===== src/ipwm_pkg.sv =====
package ipwm_pkg;

	localparam int unsigned TimeW  = 32;
	localparam int unsigned CountW = 32;
	localparam int unsigned RegIdxW = 2;

	// configuration register indexes
	typedef enum logic [RegIdxW-1:0] {
		REG_ACTIVE_LOW = 2'd0,
		REG_MIN_WIDTH  = 2'd1,
		REG_MAX_WIDTH  = 2'd2
	} reg_idx_t;

	// pulse event codes
	typedef enum logic [1:0] {
		EV_NONE   = 2'd0,
		EV_ACCEPT = 2'd1,
		EV_SHORT  = 2'd2,
		EV_LONG   = 2'd3
	} pulse_ev_t;

	typedef struct packed {
		logic              active_low;
		logic [TimeW-1:0]  min_width_us;
		logic [TimeW-1:0]  max_width_us;
	} cfg_t;

	typedef struct packed {
		logic [TimeW-1:0]  time_us;
		logic              pin_level;
	} item_t;

	typedef struct packed {
		logic              open_flag;
		logic [TimeW-1:0]  open_start_time;
		logic [TimeW-1:0]  open_time_sum;
		logic [CountW-1:0] accepted_count;
		logic [CountW-1:0] short_count;
		logic [CountW-1:0] long_count;
	} meter_state_t;

	typedef struct packed {
		pulse_ev_t         pulse_event;
		logic [TimeW-1:0]  pulse_width_us;
		logic [TimeW-1:0]  open_time_total_us;
		logic [CountW-1:0] accepted_pulses;
		logic [CountW-1:0] short_rejects;
		logic [CountW-1:0] long_rejects;
		logic              injector_open;
	} result_t;

	localparam cfg_t CFG_RESET = '{
		active_low:   1'b1,
		min_width_us: '0,
		max_width_us: '1
	};

endpackage


===== src/ipwm_if.sv =====
interface ipwm_in_if;
	logic                        valid;
	logic                        ready;
	logic [ipwm_pkg::TimeW-1:0]  time_us;
	logic                        pin_level;

	modport source (output valid, output time_us, output pin_level, input ready);
	modport sink   (input valid, input time_us, input pin_level, output ready);
endinterface

interface ipwm_out_if;
	logic                        valid;
	logic                        ready;
	logic [1:0]                  pulse_event;
	logic [ipwm_pkg::TimeW-1:0]  pulse_width_us;
	logic [ipwm_pkg::TimeW-1:0]  open_time_total_us;
	logic [ipwm_pkg::CountW-1:0] accepted_pulses;
	logic [ipwm_pkg::CountW-1:0] short_rejects;
	logic [ipwm_pkg::CountW-1:0] long_rejects;
	logic                        injector_open;

	modport source (output valid, output pulse_event, output pulse_width_us,
		output open_time_total_us, output accepted_pulses, output short_rejects,
		output long_rejects, output injector_open, input ready);
	modport sink   (input valid, input pulse_event, input pulse_width_us,
		input open_time_total_us, input accepted_pulses, input short_rejects,
		input long_rejects, input injector_open, output ready);
endinterface

interface ipwm_cfg_if;
	logic                         valid;
	logic                         ready;
	logic [ipwm_pkg::RegIdxW-1:0] index;
	logic [ipwm_pkg::TimeW-1:0]   data;

	modport source (output valid, output index, output data, input ready);
	modport sink   (input valid, input index, input data, output ready);
endinterface


===== src/injector_pulse_width_meter_core.sv =====
// an accepted edge item passes the input register, then the result register
// throughput: one item per cycle unless out_ch.ready stalls; an input
// register and a result register with compare-and-accumulate between them
// reset: arst_n clears all totals, the open flag and both valid bits, and
// restores active_low to 1, minimum width to 0 and maximum width to all ones
module injector_pulse_width_meter_core (
	input  logic               clk,
	input  logic               arst_n,
	ipwm_in_if.sink            in_ch,
	ipwm_out_if.source         out_ch,
	ipwm_cfg_if.sink           cfg_ch
);

	ipwm_pkg::cfg_t         cfg_q;
	ipwm_pkg::meter_state_t st_q;
	ipwm_pkg::meter_state_t st_nxt;
	ipwm_pkg::item_t        item_s1;
	logic                   vld_s1;
	ipwm_pkg::result_t      res;
	ipwm_pkg::result_t      res_s2;
	logic                   vld_s2;
	logic                   adv;
	ipwm_pkg::reg_idx_t     cfg_idx;

	assign cfg_ch.ready = 1'b1;
	assign cfg_idx      = ipwm_pkg::reg_idx_t'(cfg_ch.index);

	// configuration registers
	always_ff @(posedge clk or negedge arst_n) begin
		if (!arst_n) begin
			cfg_q <= ipwm_pkg::CFG_RESET;
		end else if (cfg_ch.valid) begin
			unique case (cfg_idx)
				ipwm_pkg::REG_ACTIVE_LOW: cfg_q.active_low   <= cfg_ch.data[0];
				ipwm_pkg::REG_MIN_WIDTH:  cfg_q.min_width_us <= cfg_ch.data;
				ipwm_pkg::REG_MAX_WIDTH:  cfg_q.max_width_us <= cfg_ch.data;
				default: ;
			endcase
		end
	end

	// handshake: stage 1 moves when the result register is free or drains
	assign adv         = vld_s1 && (!vld_s2 || out_ch.ready);
	assign in_ch.ready = !vld_s1 || adv;

	// input register
	always_ff @(posedge clk or negedge arst_n) begin
		if (!arst_n) begin
			vld_s1 <= 1'b0;
		end else if (in_ch.ready) begin
			vld_s1 <= in_ch.valid;
		end
	end

	always_ff @(posedge clk) begin
		if (in_ch.valid && in_ch.ready) begin
			item_s1.time_us   <= in_ch.time_us;
			item_s1.pin_level <= in_ch.pin_level;
		end
	end

	ipwm_eval u_eval (
		.cfg    (cfg_q),
		.item   (item_s1),
		.st     (st_q),
		.st_nxt (st_nxt),
		.res    (res)
	);

	// meter state, updated once per item
	always_ff @(posedge clk or negedge arst_n) begin
		if (!arst_n) begin
			st_q <= '0;
		end else if (adv) begin
			st_q <= st_nxt;
		end
	end

	// result register
	always_ff @(posedge clk or negedge arst_n) begin
		if (!arst_n) begin
			vld_s2 <= 1'b0;
		end else if (adv) begin
			vld_s2 <= 1'b1;
		end else if (out_ch.ready) begin
			vld_s2 <= 1'b0;
		end
	end

	always_ff @(posedge clk) begin
		if (adv) begin
			res_s2 <= res;
		end
	end

	assign out_ch.valid              = vld_s2;
	assign out_ch.pulse_event        = res_s2.pulse_event;
	assign out_ch.pulse_width_us     = res_s2.pulse_width_us;
	assign out_ch.open_time_total_us = res_s2.open_time_total_us;
	assign out_ch.accepted_pulses    = res_s2.accepted_pulses;
	assign out_ch.short_rejects      = res_s2.short_rejects;
	assign out_ch.long_rejects       = res_s2.long_rejects;
	assign out_ch.injector_open      = res_s2.injector_open;

endmodule


===== src/ipwm_eval.sv =====
module ipwm_eval (
	input  ipwm_pkg::cfg_t         cfg,
	input  ipwm_pkg::item_t        item,
	input  ipwm_pkg::meter_state_t st,
	output ipwm_pkg::meter_state_t st_nxt,
	output ipwm_pkg::result_t      res
);

	logic                       is_open;
	logic [ipwm_pkg::TimeW-1:0] width;
	logic                       too_short;
	logic                       too_long;
	ipwm_pkg::pulse_ev_t        ev;

	// pin level to open/closed, width modulo 2^32
	assign is_open   = cfg.active_low ? ~item.pin_level : item.pin_level;
	assign width     = item.time_us - st.open_start_time;
	assign too_short = width < cfg.min_width_us;
	assign too_long  = width > cfg.max_width_us;

	// state update and classification
	always_comb begin
		st_nxt = st;
		ev     = ipwm_pkg::EV_NONE;
		if (is_open && !st.open_flag) begin
			st_nxt.open_flag       = 1'b1;
			st_nxt.open_start_time = item.time_us;
		end else if (!is_open && st.open_flag) begin
			st_nxt.open_flag = 1'b0;
			if (!too_short && !too_long) begin
				st_nxt.open_time_sum  = st.open_time_sum + width;
				st_nxt.accepted_count = st.accepted_count + ipwm_pkg::CountW'(1);
				ev = ipwm_pkg::EV_ACCEPT;
			end else if (too_short) begin
				st_nxt.short_count = st.short_count + ipwm_pkg::CountW'(1);
				ev = ipwm_pkg::EV_SHORT;
			end else begin
				st_nxt.long_count = st.long_count + ipwm_pkg::CountW'(1);
				ev = ipwm_pkg::EV_LONG;
			end
		end
	end

	// result item from the updated totals
	always_comb begin
		res.pulse_event        = ev;
		res.pulse_width_us     = (ev == ipwm_pkg::EV_NONE) ? '0 : width;
		res.open_time_total_us = st_nxt.open_time_sum;
		res.accepted_pulses    = st_nxt.accepted_count;
		res.short_rejects      = st_nxt.short_count;
		res.long_rejects       = st_nxt.long_count;
		res.injector_open      = st_nxt.open_flag;
	end

endmodule

===== src/flat_wrapper.sv =====
// flat-port wrapper written by rule: the top's interface ports become plain ports
module injector_pulse_width_meter_core_flat 
  (clk, arst_n, in_ch_valid, in_ch_time_us, in_ch_pin_level, in_ch_ready, out_ch_valid, out_ch_pulse_event, out_ch_pulse_width_us, out_ch_open_time_total_us, out_ch_accepted_pulses, out_ch_short_rejects, out_ch_long_rejects, out_ch_injector_open, out_ch_ready, cfg_ch_valid, cfg_ch_index, cfg_ch_data, cfg_ch_ready);
  ipwm_in_if in_ch_i ();
  ipwm_out_if out_ch_i ();
  ipwm_cfg_if cfg_ch_i ();
  input  logic clk;
  input  logic arst_n;
  input wire logic [$bits(in_ch_i.valid)-1:0] in_ch_valid;
  input wire logic [$bits(in_ch_i.time_us)-1:0] in_ch_time_us;
  input wire logic [$bits(in_ch_i.pin_level)-1:0] in_ch_pin_level;
  output wire logic [$bits(in_ch_i.ready)-1:0] in_ch_ready;
  output wire logic [$bits(out_ch_i.valid)-1:0] out_ch_valid;
  output wire logic [$bits(out_ch_i.pulse_event)-1:0] out_ch_pulse_event;
  output wire logic [$bits(out_ch_i.pulse_width_us)-1:0] out_ch_pulse_width_us;
  output wire logic [$bits(out_ch_i.open_time_total_us)-1:0] out_ch_open_time_total_us;
  output wire logic [$bits(out_ch_i.accepted_pulses)-1:0] out_ch_accepted_pulses;
  output wire logic [$bits(out_ch_i.short_rejects)-1:0] out_ch_short_rejects;
  output wire logic [$bits(out_ch_i.long_rejects)-1:0] out_ch_long_rejects;
  output wire logic [$bits(out_ch_i.injector_open)-1:0] out_ch_injector_open;
  input wire logic [$bits(out_ch_i.ready)-1:0] out_ch_ready;
  input wire logic [$bits(cfg_ch_i.valid)-1:0] cfg_ch_valid;
  input wire logic [$bits(cfg_ch_i.index)-1:0] cfg_ch_index;
  input wire logic [$bits(cfg_ch_i.data)-1:0] cfg_ch_data;
  output wire logic [$bits(cfg_ch_i.ready)-1:0] cfg_ch_ready;
  assign in_ch_i.valid = in_ch_valid;
  assign in_ch_i.time_us = in_ch_time_us;
  assign in_ch_i.pin_level = in_ch_pin_level;
  assign in_ch_ready = in_ch_i.ready;
  assign out_ch_valid = out_ch_i.valid;
  assign out_ch_pulse_event = out_ch_i.pulse_event;
  assign out_ch_pulse_width_us = out_ch_i.pulse_width_us;
  assign out_ch_open_time_total_us = out_ch_i.open_time_total_us;
  assign out_ch_accepted_pulses = out_ch_i.accepted_pulses;
  assign out_ch_short_rejects = out_ch_i.short_rejects;
  assign out_ch_long_rejects = out_ch_i.long_rejects;
  assign out_ch_injector_open = out_ch_i.injector_open;
  assign out_ch_i.ready = out_ch_ready;
  assign cfg_ch_i.valid = cfg_ch_valid;
  assign cfg_ch_i.index = cfg_ch_index;
  assign cfg_ch_i.data = cfg_ch_data;
  assign cfg_ch_ready = cfg_ch_i.ready;
  injector_pulse_width_meter_core u_core (.clk(clk), .arst_n(arst_n), .in_ch(in_ch_i), .out_ch(out_ch_i), .cfg_ch(cfg_ch_i));
endmodule

===== config.mk =====
export PLATFORM = sky130hd
export DESIGN_NAME = injector_pulse_width_meter_core_flat
export DESIGN_NICKNAME = d
export VERILOG_FILES = /design/src/ipwm_pkg.sv /design/src/ipwm_if.sv /design/src/injector_pulse_width_meter_core.sv /design/src/ipwm_eval.sv /design/src/flat_wrapper.sv
export SDC_FILE = /design/constraint.sdc
export NUM_CORES = 1
export LEC_CHECK = 0
export BUFFER_PORTS_ARGS = -buffer_cell sky130_fd_sc_hd__buf_2
export CAP_MARGIN = 20
export CORE_UTILIZATION = 30
export DETAILED_ROUTE_END_ITERATION = 7
export GPL_ROUTABILITY_DRIVEN = 0
export PLACE_DENSITY = 0.47
export SYNTH_ARGS = -nofsm -noshare
export SYNTH_HDL_FRONTEND = slang
export SYNTH_SLANG_ARGS = --single-unit
export TNS_END_PERCENT = 10

===== constraint.sdc =====
create_clock -name clk -period 8.1 [get_ports clk]
set_input_delay 1.215 -clock clk [delete_from_list [all_inputs] [get_ports clk]]
set_output_delay 1.215 -clock clk [all_outputs]
set_load 0.02 [all_outputs]

==> summary.md, run 1 <==
| Metric | Value |
|---|---|
| Slowest stage delay, CP | ~760 ps |
| Initial Util | a little under a third |
| Peak VDD IR | between 150 and 200 uV |
| Register area share after synthesis | between 50% and 60% |
| H-tree levels | 2 |
| Setup TNS Final | 0 ps |
| Worst slew margin relative to its limit | between 30% and 40% |
| Hold depth | 1 |
| First-pass GRT wire length | slightly below 90 mm |
| Net Count, Synth | around 2100 |
| Vias per cell | ~4.7 |
| CP startpoint kind | flop |
| Initial antenna violation count | 2 |
| HPWL after DPL | between 40 and 50 mm |
| Mean Syn Cell Area | between 10 and 15 um^2 |
| Max FO, Critical Path | 21 |
| WL per Instance | approximately 18 um |
| Hold Slack | a little under 500 ps |
| Seq cells post-synth | between 400 and 500 |
| Run status | finished, final reports clean |
| CTS tree | done |
| Gate Count Post-Synth | 1935 |
| GR Overflow Total | 0 |
| Die area | roughly 74000 um^2 |
| Final Setup Violations | 0 |
| Tightest Pin Transition | a little under 1000 ps |
| CTS clk-pin slew, worst paths | roughly 60 ps |
| Critical Path Stages | 19 |
| Placeable Area | roughly 70000 um^2 |
| Worst-case reg-to-reg path depth | 19 |
| Final Hold Viols | 0 |
| CTS Hold Bufs | 0 |
| Period utilization | between 80 and 90% |
| Critical Path RT | between 8000 and 9000 ps |
| Critical Path Slowest Stage Cell | nor2_2 |
| FMAX | between 150 and 200 MHz |
| Fin nets | about 2400 |
| Iter 0 DRT Violations | 910 |
| DRC Markers | 0 |
| Tmin final | between 6000 and 7000 ps |
| Number of port buffers | approximately 240 |
| Power Density | approximately 380 nW/um^2 |
| DRT antenna net count | 0 |
| Synth cell types | 76 |
| Cell Chain, Critical Path | ha_1 -> a21oi_1 -> nand2_1 -> o21a_1 -> a221oi_2 -> o21ai_0 -> a221oi_1 -> o21ai_1 -> a31o_2 -> xor2_1 -> ha_1 -> nand4_1 -> nor4_1 -> and2_1 -> nand2_1 -> a22oi_2 -> o21ai_2 -> nor2_2 -> mux2_2 |
| Hold Crit Class | reg -> reg |
| Drt first pass iters | 5 |
| Via count | roughly 15000 |
| Layout area overhead | 17.7% |
| Die width | 273 um |
| Post-synth EDFFs | 196 |
| Worst skew pair latency | 600 ps |
| WP buf/inv | 0 |
| Post-Syn Area | roughly 22000 um^2 |
| Unrepaired setup endpoints after global routing | false |
| Final Slew Violations | 0 |
| Critical Path AT | roughly 7000 ps |
| I/O pin cnt | between 200 and 250 |
| Total power | 9710 uW |
| CTS buffer count | 51 |
| Max-cap violations | 0 |
| CP Capture Type | flop |
| # Post-CTS Setup Buffers | 0 |
| Post-synth ARST share | around 54% |
| Commonest non-fill, non-tap cells in the layout | 235 x buf_2, 196 x edfxtp_1, 195 x dfrtp_1 |
| WS Path Type | reg -> reg |
| Warnings, synthesis | 0 |
| Number of global-route vias before repair | about 15000 |
| CTS max path bufs | 3 |
| Largest net degree at the start of global routing | between 100 and 150 |
| GRT Util Overall | ~15% |
| CTS Root Cell | clkbuf_16 |
| Total routed wirelength | 56.4 mm |
| Most common cell after layout, fill and taps aside | buf_2 |
| Crit path max-delay family | compound AO/OA/AOI/OAI gates |
| Layout cells sized above 1 | a little under a quarter |
| Resized Gates After CTS | 0 |
| Top FF cell, synth | edfxtp_1 |
| Die H | 273 um |
| Core Rows | 98 |
| Number of sinks on the clock net | between 400 and 500 |
| R2R setup slack | about 1600 ps |
| Clk_skew | roughly 23 ps |
| Fillers | 7196 |
| P_leak | roughly 0.012 uW |
## cells in the mapped netlist, types with 6 or more instances
master    number  area share (%)
edfxtp_1     196              27
dfrtp_1      195              22
nand2_1      186             3.2
xnor2_1      130             5.2
ha_1         128             7.3
inv_1        123             2.1
nor2_1       119             2.0
xor2_1       115             4.6
mux2_2       114             5.8
a21oi_1       78             1.8
o21ai_0       73             1.7
nand3_1       66             1.5
and2_1        44             1.3
and3_1        35             1.0
nand4_1       34            0.97
clkbuf_1      33            0.56
dfstp_2       33             3.9
nor3_1        29            0.66
a21o_1        26            0.89
buf_2         10            0.23
nor2b_1       10            0.28
a211oi_1       9            0.31
and4_1         9            0.36
o211ai_1       9            0.31
o21a_1         9            0.31
nand2b_1       8            0.23
a221o_1        7            0.32
a31oi_1        7            0.20
buf_1          7            0.12
o21bai_1       7            0.24
nor3_2         6            0.27
nor4_1         6            0.17
## worst paths after layout
check                                  start          endpoint
max in group asynchronous             arst_n  u_core.st_q[157]
max reg2reg                u_core.item_s1[7]  u_core.st_q[118]
min reg2reg                  u_core.st_q[95]   u_core.st_q[95]
max                        u_core.item_s1[7]  u_core.st_q[118]
min in group asynchronous             arst_n    u_core.st_q[7]
min                          u_core.st_q[95]   u_core.st_q[95]
## kinds of logic after synthesis
family                     Yosys count  synth area share (%)
adders and majority gates          130                  7.47
muxes                              119                  6.07
and+or+nand+nor                    572                  12.7
other                                1                0.0171
buffers and inverters              177                  3.13
xor gates and xnor gates           246                  9.84
AOI/OAI and AO/OA                  266                  7.76
DFF                                424                  53.0
## area by class of cell
cell class	count	area, um^2	share of cell area [%]
Inverter	124	473	1.83
Sequential cell	424	11600	45.0
Multi-Input combinational cell	1334	9660	37.4
Timing Repair Buffer	247	1300	5.02
Clock buffer	65	1370	5.30
Tap cell	950	1190	4.60
Antenna cell	1	2.50	0.00968
Clock inverter	31	221	0.857
## sequential cells by signal (all words and copies together), names as in the netlist
register                          count
u_core.out_ch.short_rejects          32
u_core.item_s1                       33
u_core.out_ch.injector_open           1
u_core.out_ch.pulse_event             2
u_core.out_ch.accepted_pulses        32
u_core.st_q                         161
u_core.cfg_q                         65
u_core.out_ch.pulse_width_us         32
u_core.out_ch.valid                   1
u_core.out_ch.long_rejects           32
u_core.out_ch.open_time_total_us     32
u_core.vld_s1                         1
## power by group
group / leakage [uW] / total, uW / switching [uW] / internal [uW]
logic: 0.00600 / 4600 / 2820 / 1780
registers: 0.00484 / 2910 / 203 / 2710
clock network: 0.000786 / 2200 / 943 / 1260
## worst reg2reg max path, stage by stage (launching register included)
cell and delay (ps):
edfxtp_1 410, ha_1 360, a21oi_1 250, nand2_1 80, o21a_1 230, a221oi_2 420
o21ai_0 260, a221oi_1 440, o21ai_1 170, a31o_2 290, xor2_1 390, ha_1 220
nand4_1 180, nor4_1 410, and2_1 200, nand2_1 70, a22oi_2 410, o21ai_2 400
nor2_2 760, mux2_2 410
## metrics by stage
step	std cells	worst slack [ps]	util (%)	area, um^2
floorplan	1935	913	-	22000
global placement	3079	1720	33.7	24300
detailed placement	3079	1580	33.7	24300
CTS	3175	1570	35.9	25800
global route	3175	1020	35.9	25800
finish	3176	1610	35.9	25900
## routing by layer
metal	track usage, %	vias up	part of all wire, %
met1	20.6	7285	47
met4	3.55	0	1.9
met2	25.3	285	47
li1	-	7290	-
met3	2.63	74	4.1
met5	0	-	0
(Power assumes the default switching activity.)
==> run 2: changes to the inputs <==
clock period = 6.8 ns   (was 8.1 ns; I/O delays follow)
==> run 2 against run 1 <==
Compared with the run above:
- clock skew shrank 2.5 ps
- worst setup slack lost 990 ps
- via count is essentially flat
- power grew 23%
- clock power grew 30%
- sequential cell count is the same
- final area grew 1.2%
- fmax grew 5.1%
- sequential share of layout area shrank 0.54 points
- first-iteration DRC count shrank 4.5%
- combinational power grew 22%
- largest power group unchanged
==> summary.md, run 2 (synthesis gave the netlist of run 1 again) <==
| Metric | Value |
|---|---|
| Crit path max-delay family | compound AO/OA/AOI/OAI gates |
| Layout area overhead | 19.1% |
| Total power | ~12000 uW |
| Pre-CTS setup slack | 658 ps |
| WL per Instance | 17.6 um |
| # Post-CTS Setup Buffers | 0 |
| Hold Crit Class | in -> async |
| GRT Util Overall | about 15% |
| Tightest Pin Transition | 1010 ps |
| Reg area | between 10000 and 15000 um^2 |
| I/O pin cnt | approximately 240 |
| H-tree levels | 2 |
| CTS clk-pin slew, worst paths | 60 ps |
| Power Density | ~460 nW/um^2 |
| Max reg flops | about 160 |
| FMAX | 162 MHz |
| CTS max path bufs | 3 |
| Final Slew Violations | 0 |
| Critical Path Stages | 20 |
| Commonest non-fill, non-tap cells in the layout | 235 x buf_2, 196 x edfxtp_1, 195 x dfrtp_1 |
| Iter 0 DRT Violations | between 800 and 900 |
| DRC Markers | 0 |
| Die area | 74300 um^2 |
| Period utilization | between 90% and 100% |
| GR Overflow Total | 0 |
| Placed instance area | 24400 um^2 |
| Critical Path Slowest Stage Cell | nor3_2 |
| Multi-input logic area | slightly below 10000 um^2 |
| Worst slew margin relative to its limit | 32.9% |
| Tmin final | 6180 ps |
| Run status | finished, final reports clean |
| Largest net degree at the start of global routing | between 100 and 150 |
| CTS Hold Bufs | 0 |
| CP Capture Type | flop |
| Peak VDD IR | 211 uV |
| Max FO, Critical Path | 13 |
| HPWL after DPL | roughly 41 mm |
| Cell Chain, Critical Path | ha_1 -> a21oi_1 -> nand2_1 -> o21a_1 -> a221oi_2 -> o21ai_0 -> a221oi_1 -> o21ai_1 -> a31o_2 -> xor2_1 -> ha_1 -> nand4_1 -> nor4_1 -> and2_1 -> nand2_1 -> a22oi_2 -> o21ai_2 -> nor3_2 -> nand3_1 -> xnor2_1 |
| Setup TNS Final | 0 ps |
| CTS tree | done |
| WS Path Type | reg -> reg |
| Core Rows | just under 100 |
| Total routed wirelength | ~56 mm |
| Die width | around 270 um |
| Design area | 26200 um^2 |
| Top flop regs | u_core.st_q x161, u_core.cfg_q x65, u_core.item_s1 x33 |
| Max-cap violations | 0 |
| Layout cells sized above 1 | 23.6% |
| Critical Path AT | around 6500 ps |
| CTS Root Cell | clkbuf_16 |
| P_leak | between 0.01 and 0.015 uW |
| Unrepaired setup endpoints after global routing | false |
| First-pass GRT wire length | around 87 mm |
| Number of sinks on the clock net | 424 |
| Placeable Area | around 70000 um^2 |
| WP buf/inv | 0 |
| Fin nets | approximately 2400 |
| Number of global-route vias before repair | between 15000 and 20000 |
| CP startpoint kind | flop |
| Drt first pass iters | 7 |
| Worst-case reg-to-reg path depth | 20 |
| Final Hold Viols | 0 |
| Slowest stage delay, CP | about 570 ps |
| Most common cell after layout, fill and taps aside | buf_2 |
| Initial antenna violation count | 1 |
| DRT antenna net count | 0 |
| Resized Gates After CTS | 0 |
| # diodes | 0 |
| Fillers | roughly 7100 |
| Critical Path RT | ~7200 ps |
| Vias per cell | 4.67 |
| Die H | around 270 um |
| Most flops, register | u_core.st_q |
| Final Setup Violations | 0 |
| Clk_skew | a little over 20 ps |
| Worst skew pair latency | 610 ps |
| Via count | 14900 |
| Fin worst setup slack | 621 ps |
| Number of port buffers | around 240 |
| CTS buffer count | 51 |
| Initial Util | 30.5% |
[run 2: cell types whose count changed in the layout (fill, tap and decap cells not counted), sizes merged]
cell,change
inv,+1
bufinv,+5
clkinv,-7
clkinvlp,+1
buf,+21
diode,-1
[run 2: final timing paths]
kind | startpoint | end | slack [ps]
worst max-delay path | u_core.item_s1[7] | u_core.out_ch.accepted_pulses[17] | 620
worst min-delay path | arst_n | u_core.st_q[8] | 440
worst max register to register | u_core.item_s1[7] | u_core.out_ch.accepted_pulses[17] | 620
worst min register to register | u_core.st_q[31] | u_core.st_q[31] | 490
max in group asynchronous | arst_n | u_core.st_q[157] | 5110
min in group clk | u_core.st_q[31] | u_core.st_q[31] | 490
[run 2: power by group]
| part | internal, uW | switching, uW | leakage, uW |
|---|---|---|---|
| sequential | 3230 | 241 | 0.00484 |
| combinational | 2230 | 3380 | 0.00610 |
| clock | 1710 | 1140 | 0.000858 |
[run 2: final cells by class]
cell class | instances | area share [%]
Multi-Input combinational cell | 1334 | 36.9
Sequential cell | 424 | 44.5
Inverter | 124 | 1.81
Tap cell | 950 | 4.54
Clock inverter | 31 | 1.42
Clock buffer | 65 | 5.27
Timing Repair Buffer | 268 | 5.57
[run 2: worst register-to-register path: cells and delay by family (launching register included)]
| kind | cells | cell delay (ps) |
|---|---|---|
| AO/OA/AOI/OAI | 9 | 2870 |
| AND/OR/NAND/NOR | 7 | 1630 |
| adder cells (fa/ha/maj) | 2 | 690 |
| flip-flops | 1 | 390 |
| XOR/XNOR | 2 | 330 |
[run 2: routing by layer]
metal / vias to the layer above / GRT usage (%) / wire length [um]
li1: 7340 / - / -
met2: 295 / 24.8 / 26100
met4: 0 / 3.64 / 1010
met3: 70 / 2.31 / 2320
met1: 7227 / 20.6 / 26700
met5: - / 0 / 0
[run 2: through the flow]
stage | hold slack, ps | util [%] | instances
5_1_grt | 479 | 36.4 | 3196
3_3_place_gp | 476 | 33.9 | 3100
6_report | 443 | 36.4 | 3196
2_1_floorplan | 457 | - | 1935
3_5_place_dp | 481 | 33.9 | 3100
4_1_cts | 441 | 36.4 | 3196
